### src/rtl/core/smpq_pkg.sv
// ----------------------------------------------------------------------------
// smpq_pkg
// Shared codes and types for the stable min-first priority queue.
// ----------------------------------------------------------------------------
package smpq_pkg;

  // Command codes on func
  localparam logic FUNC_ENQ = 1'b0;
  localparam logic FUNC_DEQ = 1'b1;

  // Status returned with every result
  typedef enum logic [1:0] {
    ERR_OK    = 2'd0,
    ERR_FULL  = 2'd1,
    ERR_EMPTY = 2'd2
  } smpq_err_t;

  // Row-wide move issued to every cell in the same cycle
  typedef struct packed {
    logic ins;  // insert new entry at its sorted place
    logic fwd;  // drop cell 0, every cell takes its right neighbor
  } smpq_ctrl_t;

endpackage

### src/rtl/core/smpq_cell.sv
// ----------------------------------------------------------------------------
// smpq_cell
// One slot of the sorted row: holds an entry and swaps with its neighbors.
// ----------------------------------------------------------------------------
module smpq_cell #(
  parameter int ELEM_BITS = 32,
  parameter int PRIO_BITS = 16
) (
  input  logic                 clk,
  input  smpq_pkg::smpq_ctrl_t ctrl,
  input  logic                 valid,      // slot below occupancy
  input  logic [ELEM_BITS-1:0] new_data,
  input  logic [PRIO_BITS-1:0] new_prio,
  input  logic                 left_le,    // all slots left of here stay put
  input  logic [ELEM_BITS-1:0] left_data,
  input  logic [PRIO_BITS-1:0] left_prio,
  input  logic [ELEM_BITS-1:0] right_data,
  input  logic [PRIO_BITS-1:0] right_prio,
  output logic                 le,         // this slot stays put on insert
  output logic [ELEM_BITS-1:0] data,
  output logic [PRIO_BITS-1:0] prio
);

  logic [ELEM_BITS-1:0] data_next;
  logic [PRIO_BITS-1:0] prio_next;

  // Equal priorities stay ahead of the newcomer.
  assign le = valid && (prio <= new_prio);

  always_comb begin
    data_next = data;
    prio_next = prio;
    if (ctrl.ins && !le) begin
      if (left_le) begin
        data_next = new_data;
        prio_next = new_prio;
      end else begin
        data_next = left_data;
        prio_next = left_prio;
      end
    end else if (ctrl.fwd) begin
      data_next = right_data;
      prio_next = right_prio;
    end
  end

  always_ff @(posedge clk) begin
    data <= data_next;
    prio <= prio_next;
  end

endmodule

### src/rtl/core/stable_min_priority_queue.sv
// ----------------------------------------------------------------------------
// stable_min_priority_queue
// Bounded min-first priority queue held as a sorted row of shift cells.
// ----------------------------------------------------------------------------
// Timing: a command's result shows on done in the cycle after its transfer.
// Throughput: one command per cycle; busy stays low, since every cell settles
//   its new contents in the cycle of the transfer.
// Reset: rst clears the occupancy and the done strobe; cell contents are left
//   as they are and only cells below the occupancy are ever looked at.
// The receiver cannot stall: each result stands for exactly one cycle.
// ----------------------------------------------------------------------------
module stable_min_priority_queue #(
  parameter int DEPTH     = 16,
  parameter int ELEM_BITS = 32,
  parameter int PRIO_BITS = 16,
  localparam int CNT_BITS = $clog2(DEPTH + 1)
) (
  input  logic                 clk,
  input  logic                 rst,
  // command side
  input  logic                 start,
  output logic                 busy,
  input  logic                 func,
  input  logic [ELEM_BITS-1:0] elem,
  input  logic [PRIO_BITS-1:0] priority_req,
  // result side
  output logic                 done,
  output logic [ELEM_BITS-1:0] front_elem,
  output logic [PRIO_BITS-1:0] front_priority,
  output logic [CNT_BITS-1:0]  count,
  output logic                 empty_res,
  output logic [1:0]           error
);

  // --------------------------------------------------------------------------
  // Control state
  // --------------------------------------------------------------------------
  logic [CNT_BITS-1:0]   occ;
  logic [CNT_BITS-1:0]   occ_next;
  smpq_pkg::smpq_err_t   err;
  smpq_pkg::smpq_err_t   err_next;

  logic                  accept;
  logic                  is_full;
  logic                  is_empty;
  smpq_pkg::smpq_ctrl_t  ctrl;

  // Every command finishes in its own transfer cycle, so the row never blocks.
  assign busy     = 1'b0;
  assign accept   = start && !busy;
  assign is_full  = (occ == CNT_BITS'(DEPTH));
  assign is_empty = (occ == '0);

  // Full enqueue and empty dequeue leave the row untouched.
  always_comb begin
    ctrl.ins = 1'b0;
    ctrl.fwd = 1'b0;
    occ_next = occ;
    err_next = smpq_pkg::ERR_OK;
    if (accept) begin
      if (func == smpq_pkg::FUNC_ENQ) begin
        if (is_full) begin
          err_next = smpq_pkg::ERR_FULL;
        end else begin
          ctrl.ins = 1'b1;
          occ_next = occ + 1'b1;
        end
      end else begin
        if (is_empty) begin
          err_next = smpq_pkg::ERR_EMPTY;
        end else begin
          ctrl.fwd = 1'b1;
          occ_next = occ - 1'b1;
        end
      end
    end
  end

  always_ff @(posedge clk) begin
    if (rst) begin
      occ  <= '0;
      done <= 1'b0;
    end else begin
      occ  <= occ_next;
      done <= accept;
    end
    err <= err_next;
  end

  // --------------------------------------------------------------------------
  // Cell row: cell 0 is the front, entries ascend in priority to the right.
  // le[i] marks cells that keep their entry on insert; it is a prefix of the
  // row because the row is sorted, so the first cell without it takes the
  // new entry and everything behind it moves one place right.
  // --------------------------------------------------------------------------
  logic [ELEM_BITS-1:0] cell_data [DEPTH];
  logic [PRIO_BITS-1:0] cell_prio [DEPTH];
  logic [DEPTH-1:0]     le;

  for (genvar i = 0; i < DEPTH; i++) begin : g_cell
    logic                 left_le;
    logic [ELEM_BITS-1:0] left_data;
    logic [PRIO_BITS-1:0] left_prio;
    logic [ELEM_BITS-1:0] right_data;
    logic [PRIO_BITS-1:0] right_prio;

    if (i == 0) begin : g_head
      // Nothing ahead of the front: it takes the new entry unless it stays.
      assign left_le   = 1'b1;
      assign left_data = cell_data[i];
      assign left_prio = cell_prio[i];
    end else begin : g_body
      assign left_le   = le[i-1];
      assign left_data = cell_data[i-1];
      assign left_prio = cell_prio[i-1];
    end

    if (i == DEPTH - 1) begin : g_tail
      assign right_data = cell_data[i];
      assign right_prio = cell_prio[i];
    end else begin : g_inner
      assign right_data = cell_data[i+1];
      assign right_prio = cell_prio[i+1];
    end

    smpq_cell #(
      .ELEM_BITS(ELEM_BITS),
      .PRIO_BITS(PRIO_BITS)
    ) u_cell (
      .clk        (clk),
      .ctrl       (ctrl),
      .valid      (CNT_BITS'(i) < occ),
      .new_data   (elem),
      .new_prio   (priority_req),
      .left_le    (left_le),
      .left_data  (left_data),
      .left_prio  (left_prio),
      .right_data (right_data),
      .right_prio (right_prio),
      .le         (le[i]),
      .data       (cell_data[i]),
      .prio       (cell_prio[i])
    );
  end

  // --------------------------------------------------------------------------
  // Result: queue state right after the last transfer.
  // --------------------------------------------------------------------------
  assign front_elem     = is_empty ? '0 : cell_data[0];
  assign front_priority = is_empty ? '0 : cell_prio[0];
  assign count          = occ;
  assign empty_res      = is_empty;
  assign error          = err;

  // --------------------------------------------------------------------------
  // Checks
  // --------------------------------------------------------------------------
  a_done_follows_accept : assert property (@(posedge clk) disable iff (rst)
    accept |=> done)
    else $error("no result after a transfer");

  a_no_spurious_done : assert property (@(posedge clk) disable iff (rst)
    !accept |=> !done)
    else $error("result without a transfer");

  a_occ_bound : assert property (@(posedge clk) disable iff (rst)
    occ <= CNT_BITS'(DEPTH))
    else $error("occupancy beyond depth");

  a_full_drop : assert property (@(posedge clk) disable iff (rst)
    (accept && func == smpq_pkg::FUNC_ENQ && is_full)
      |=> (err == smpq_pkg::ERR_FULL) && (occ == CNT_BITS'(DEPTH)))
    else $error("enqueue on full queue not dropped");

  a_insert_grows : assert property (@(posedge clk) disable iff (rst)
    ctrl.ins |=> (occ == $past(occ) + 1'b1) && !is_empty)
    else $error("insert did not grow the queue");

endmodule
### config.mk
export PLATFORM = sky130hd
export DESIGN_NAME = stable_min_priority_queue
export DESIGN_NICKNAME = d
export VERILOG_FILES = /design/src/rtl/core/smpq_pkg.sv /design/src/rtl/core/smpq_cell.sv /design/src/rtl/core/stable_min_priority_queue.sv
export SDC_FILE = /design/constraint.sdc
export NUM_CORES = 2
export LEC_CHECK = 0
export BUFFER_PORTS_ARGS = -buffer_cell sky130_fd_sc_hd__buf_2
export CORE_MARGIN = 3
export CORE_UTILIZATION = 50
export CTS_CLUSTER_DIAMETER = 30
export DETAILED_ROUTE_END_ITERATION = 12
export PLACE_DENSITY = 0.71
export SLEW_MARGIN = 20
export SYNTH_ARGS = -nofsm -noshare
export SYNTH_HDL_FRONTEND = slang
export SYNTH_SLANG_ARGS = --single-unit
### constraint.sdc
create_clock -name clk -period 22.2 [get_ports clk]
set_input_delay 3.33 -clock clk [delete_from_list [all_inputs] [get_ports clk]]
set_output_delay 3.33 -clock clk [all_outputs]
set_load 0.05 [all_outputs]
# After elaboration in Yosys (flattened, before gate mapping)
# Cells that the tools add are included.
# totals
register_bits,776
in_bits,52
out_inout_bits,58
wordCells,240
# classes
addsub,2
n_lt_le_gt_ge,32
n_eq_ne,3
n_mux,103
n_reduce_logical,65
# op_table
operator,n
$mux 32,46
$mux 16,46
$le 16x16->1,16
$lt 4x5->1 const A,8
$logic_and 1x1->1,32
$reduce_bool 2->1,15
$lt 3x5->1 const A,4
$logic_not 1->1,16
$mux 5,3
$lt 1x5->1 const A,2
$lt 2x5->1 const A,2
$mux 2,3
$add 5x1->5 const B,1
$eq 5x5->1 const B,1
$logic_not 5->1,1
$mux 1,5
$sub 5x1->5 const B,1
$ne 2x2->1 const B,2
$reduce_and 3->1,1

# Logic depth before layout (Yosys ltp)
# depth
ltp_word,6
ltp_mapped,13
depth_no_buf,9

# Modules after synthesis
# Synthesis repeated with hierarchy kept, for this count alone.
# hier_totals
hier_cells,3653
area_unflattened_um2,49965.4
# by_module_without_submodules
mod,n_inst,cells_each,area_per_inst_um2,seq_area_each_um2
smpq_cell (g_cell[0].u_cell ...),12,220,3064.2,1441.4
smpq_cell (g_cell[6].u_cell ...),4,220,3061.7,1441.4
stable_min_priority_queue,1,133,948.4,160.2

# Least setup slack after synthesis
# OpenSTA, ideal clock, no wires.
# synth_path
kind,input port to flip-flop
start,in priority_req[13]
end,"reg g_cell[12].u_cell.data[0], enable pin"
setup_time_ns,0.520
arrival_time_ns,8.858
required_time_ns,21.680
setup_slack_ns,12.822
path_stages,11
n_path_buf,3
path_cell_list,clkbuf_1 > inv_1 > ha_1 > nand4_1 > nor4_1 > a21boi_0 > nand3b_1 > o21ai_1 > buf_2 > buf_4 > o21ai_0
# synth_via
elab_chain_len,5
# synth_lines
item,line,source
start: declaration,stable_min_priority_queue.sv:25,"input logic [PRIO_BITS-1:0] priority_req,"
$le 16x16->1,smpq_cell.sv:28,assign le = valid && (prio <= new_prio);
$logic_and 1x1->1,smpq_cell.sv:28,
$logic_not 1->1,smpq_cell.sv:33,if (ctrl.ins && !le) begin
$logic_and 1x1->1,smpq_cell.sv:33,
$reduce_bool 2->1 (no source line),--,
end signal: assignment,smpq_cell.sv:48,data <= data_next;
end: declaration,smpq_cell.sv:20,"output logic [ELEM_BITS-1:0] data,"
# Every way passes these cells.
# A chain may end at the register's enable or synchronous reset.

# Final worst setup path
# layout_path
start,in priority_req[15]
end,"reg g_cell[1].u_cell.data[24], enable pin"
# layout_via
elab_chain_len,5
# layout_lines
item,line
$le 16x16->1,smpq_cell.sv:28
$logic_and 1x1->1,smpq_cell.sv:28
$logic_not 1->1,smpq_cell.sv:33
$logic_and 1x1->1,smpq_cell.sv:33
$reduce_bool 2->1 (no source line),--
end signal: assignment,smpq_cell.sv:48
end: declaration,smpq_cell.sv:20
# Every way passes these cells.

==> run metrics <==
outcome finished clean; CP startpoint priority_req[15]; RD Place Congestion 1.02; global route overflow 0; Max Root-Sink Buffers 3; Largest stage delay, worst path 0.79 ns; post-synth top area share roughly 51%; actual slew at the worst max-slew pin around 1.1 ns; Post-synth top flop edfxtp_1; synth top area cells edfxtp_1 51%, mux2i_1 7.4%, ha_1 7.2%, nand2_1 6.9%, nor2_1 5.2%; Initial DRT Pass Iterations 8; crit-path cells buf_2, inv_1, ha_1, nand4_1, nor3_1, a21oi_1, nand4_1, nand3_4, nand2_2, buf_4; DP Worst Slack between 10 and 15 ns; Ys Warns 0; most frequent cell after synthesis nand2_1; Port Buffer Count ~110; DP HPWL just over 90,000 um; WL per Instance roughly 25 um; Hold Path End g_cell[5].u_cell.data[27]; count of different cell masters after synthesis 60; Avg Synthesized Cell Area approximately 10 um^2; Post-CTS Resized 0; # setup viols final 0; initial antenna violation count 5; Clock Skew roughly 0.037 ns; TNS Setup 0 ns; Rows between 100 and 150; Max Slew Vio Count 0; die area around 94,000 um^2; Hold Path Stages 2; core footprint 89,100 um^2; critical register-to-register path startpoint count[1]; most area-hungry cell type in the Yosys netlist edfxtp_1; layout cells sized above 1 between 10% and 20%; placed cells 5,504; first-pass GRT wire length roughly 220,000 um; peak supply drop approximately 0.085 mV; max cap viols 0; Post-CTS Hold Fix Bufs 0; crit path capture type flip-flop; Crit path top cell by count nand4_1; Final min period 7.56 ns; CP top delay family simple AND/OR/NAND/NOR gates; fin crit share ~34%; CTS buffer count 169; CTS tree done; initial core utilization slightly above 50%; final std cells w/o fill about 5,800; io pins 110; Worst EP arrival ~7.9 ns; Remaining DRCs 0; Mapped Cells approximately 4,600; Worst-Skew Late Latency 0.76 ns; postcts setup bufs 0; Placed Area ~47,000 um^2; CP startpoint kind input pin; design area about 52,000 um^2; pwr dens about 120 nW/um^2; Max-slew headroom roughly a quarter; vias in the first global route about 36,000; P_leak 20.2 nW; Final #Nets 4,823; GR Util All Layers around 30%; vias between 30,000 and 40,000; Final ANT Viol Nets 0; slack of the critical path ~15 ns; chip width ~300 um; unrepaired setup endpoints after global routing no; asr flop ratio synth 0%; Num Clock Sinks between 700 and 800; clock-pin slew on the worst setup and hold paths approximately 0.05 ns; die height approximately 310 um; critical path's slowest cell nand2_2; top achievable clock speed about 130 MHz; Hold Vio Cnt, Final 0; crit path kind input pin to flip-flop; register bit count reported by yosys 776; initial DRC count between 4,000 and 5,000; vias per cell around 6.4; r2r endpoint g_cell[13].u_cell.data[30]; H-Tree Depth 4; synthesized net count 4,862; Reg2Reg Setup Slack roughly 18 ns; CP Buf/Inv Count 3; Root Driver clkbuf_16; CP max FO 29; HP Start g_cell[6].u_cell.data[27]; part of the Yosys area used for sequential elements just over 50%; Finished Core Util 58.7%; worst r2r path cells 8; CP required around 23 ns; # fillers between 7,000 and 8,000; Hold Path Class flip-flop to flip-flop; number of synthesized flops with an enable pin between 700 and 800; Routed WL between 100,000 and 150,000 um; largest net degree at the start of global routing 97; Commonest cells post-synth 834 x nand2_1, 768 x edfxtp_1, 627 x nor2_1; Layout area overhead 15.7%; cell area after synthesis ~45,000 um^2
layer usage:
layer  share of wire [%]  track usage, %
met5               0.027               0
met4                 5.1            16.3
met3                  12            8.31
met2                  44            46.7
met1                  39            39.8
state kept, by name (all words and copies together), names as in the netlist:
name,count
g_cell.u_cell.data,512
g_cell.u_cell.prio,256
count,5
error,2
done,1
cells by family after synthesis:
kind of cell	Yosys count	synth area share, %
buffers and inverters	423	3.81
flip-flops	776	51.4
adder cells (fa/ha/maj)	259	7.17
XOR/XNOR	5	0.0969
other	1	0.00829
multiplexers	431	9.81
AO/OA/AOI/OAI	996	12.9
AND/OR/NAND/NOR	1660	14.9
where the power goes:
group          internal, mW  switching [mW]  leakage (nW)  total (mW)
sequential             2.05           0.212          7.29        2.26
combinational         0.527            1.20          10.1        1.73
clock                  1.69           0.835          2.75        2.52
total                  4.27            2.25          20.2        6.51
layout by cell type (no fill, tap or decap), drive strengths merged, types with 24 or more instances in the layout:
cell / instances
mux2i: 335
a221oi: 46
edfxtp: 768
a31oi: 291
nor2b: 64
inv: 43
buf: 178
nor2: 627
bufinv: 24
o21ai: 170
nand2: 834
clkbuf: 193
a21oi: 389
ha: 259
nand4: 48
clkinv: 68
mux2: 96
layout make-up:
class	count	area [um^2]	share of cell area [%]
flip-flops and latches	776	23200	44.4
multi-input cells	3352	20700	39.5
clock buffers	193	4370	8.36
well taps	1165	1460	2.79
clock inverters	116	1360	2.60
repair buffers	178	1090	2.09
inverters	35	131	0.251
diodes	5	12.5	0.0239
how the worst max path moves through the flow:
| stage | end | slack, ns | cells after the start |
|---|---|---|---|
| global placement | g_cell[3].u_cell.data[0] | 14.11 | 11 |
| finish | g_cell[1].u_cell.data[24] | 14.64 | 10 |
| detailed placement | g_cell[3].u_cell.data[19] | 14.02 | 11 |
| global route | g_cell[7].u_cell.data[26] | 14.61 | 12 |
| CTS | g_cell[8].u_cell.prio[7] | 14.81 | 10 |
| floorplan | g_cell[12].u_cell.data[0] | 12.82 | 11 |
per-stage QoR:
stage	total power, mW	hold WS [ns]
after floorplan	3.38	0.522
after global placement	3.90	0.537
after detailed placement	3.95	0.545
after CTS	6.48	0.547
after global routing	6.77	0.582
final	6.51	0.550
tightest hold or removal path, delay by kind of cell, from the launching register on:
| family | cells | cell delay (ns) |
|---|---|---|
| and+or+nand+nor | 1 | 0.05 |
| AOI/OAI and AO/OA | 1 | 0.06 |
| DFF | 1 | 0.35 |
Note: power is estimated with default switching activity, not from simulation.
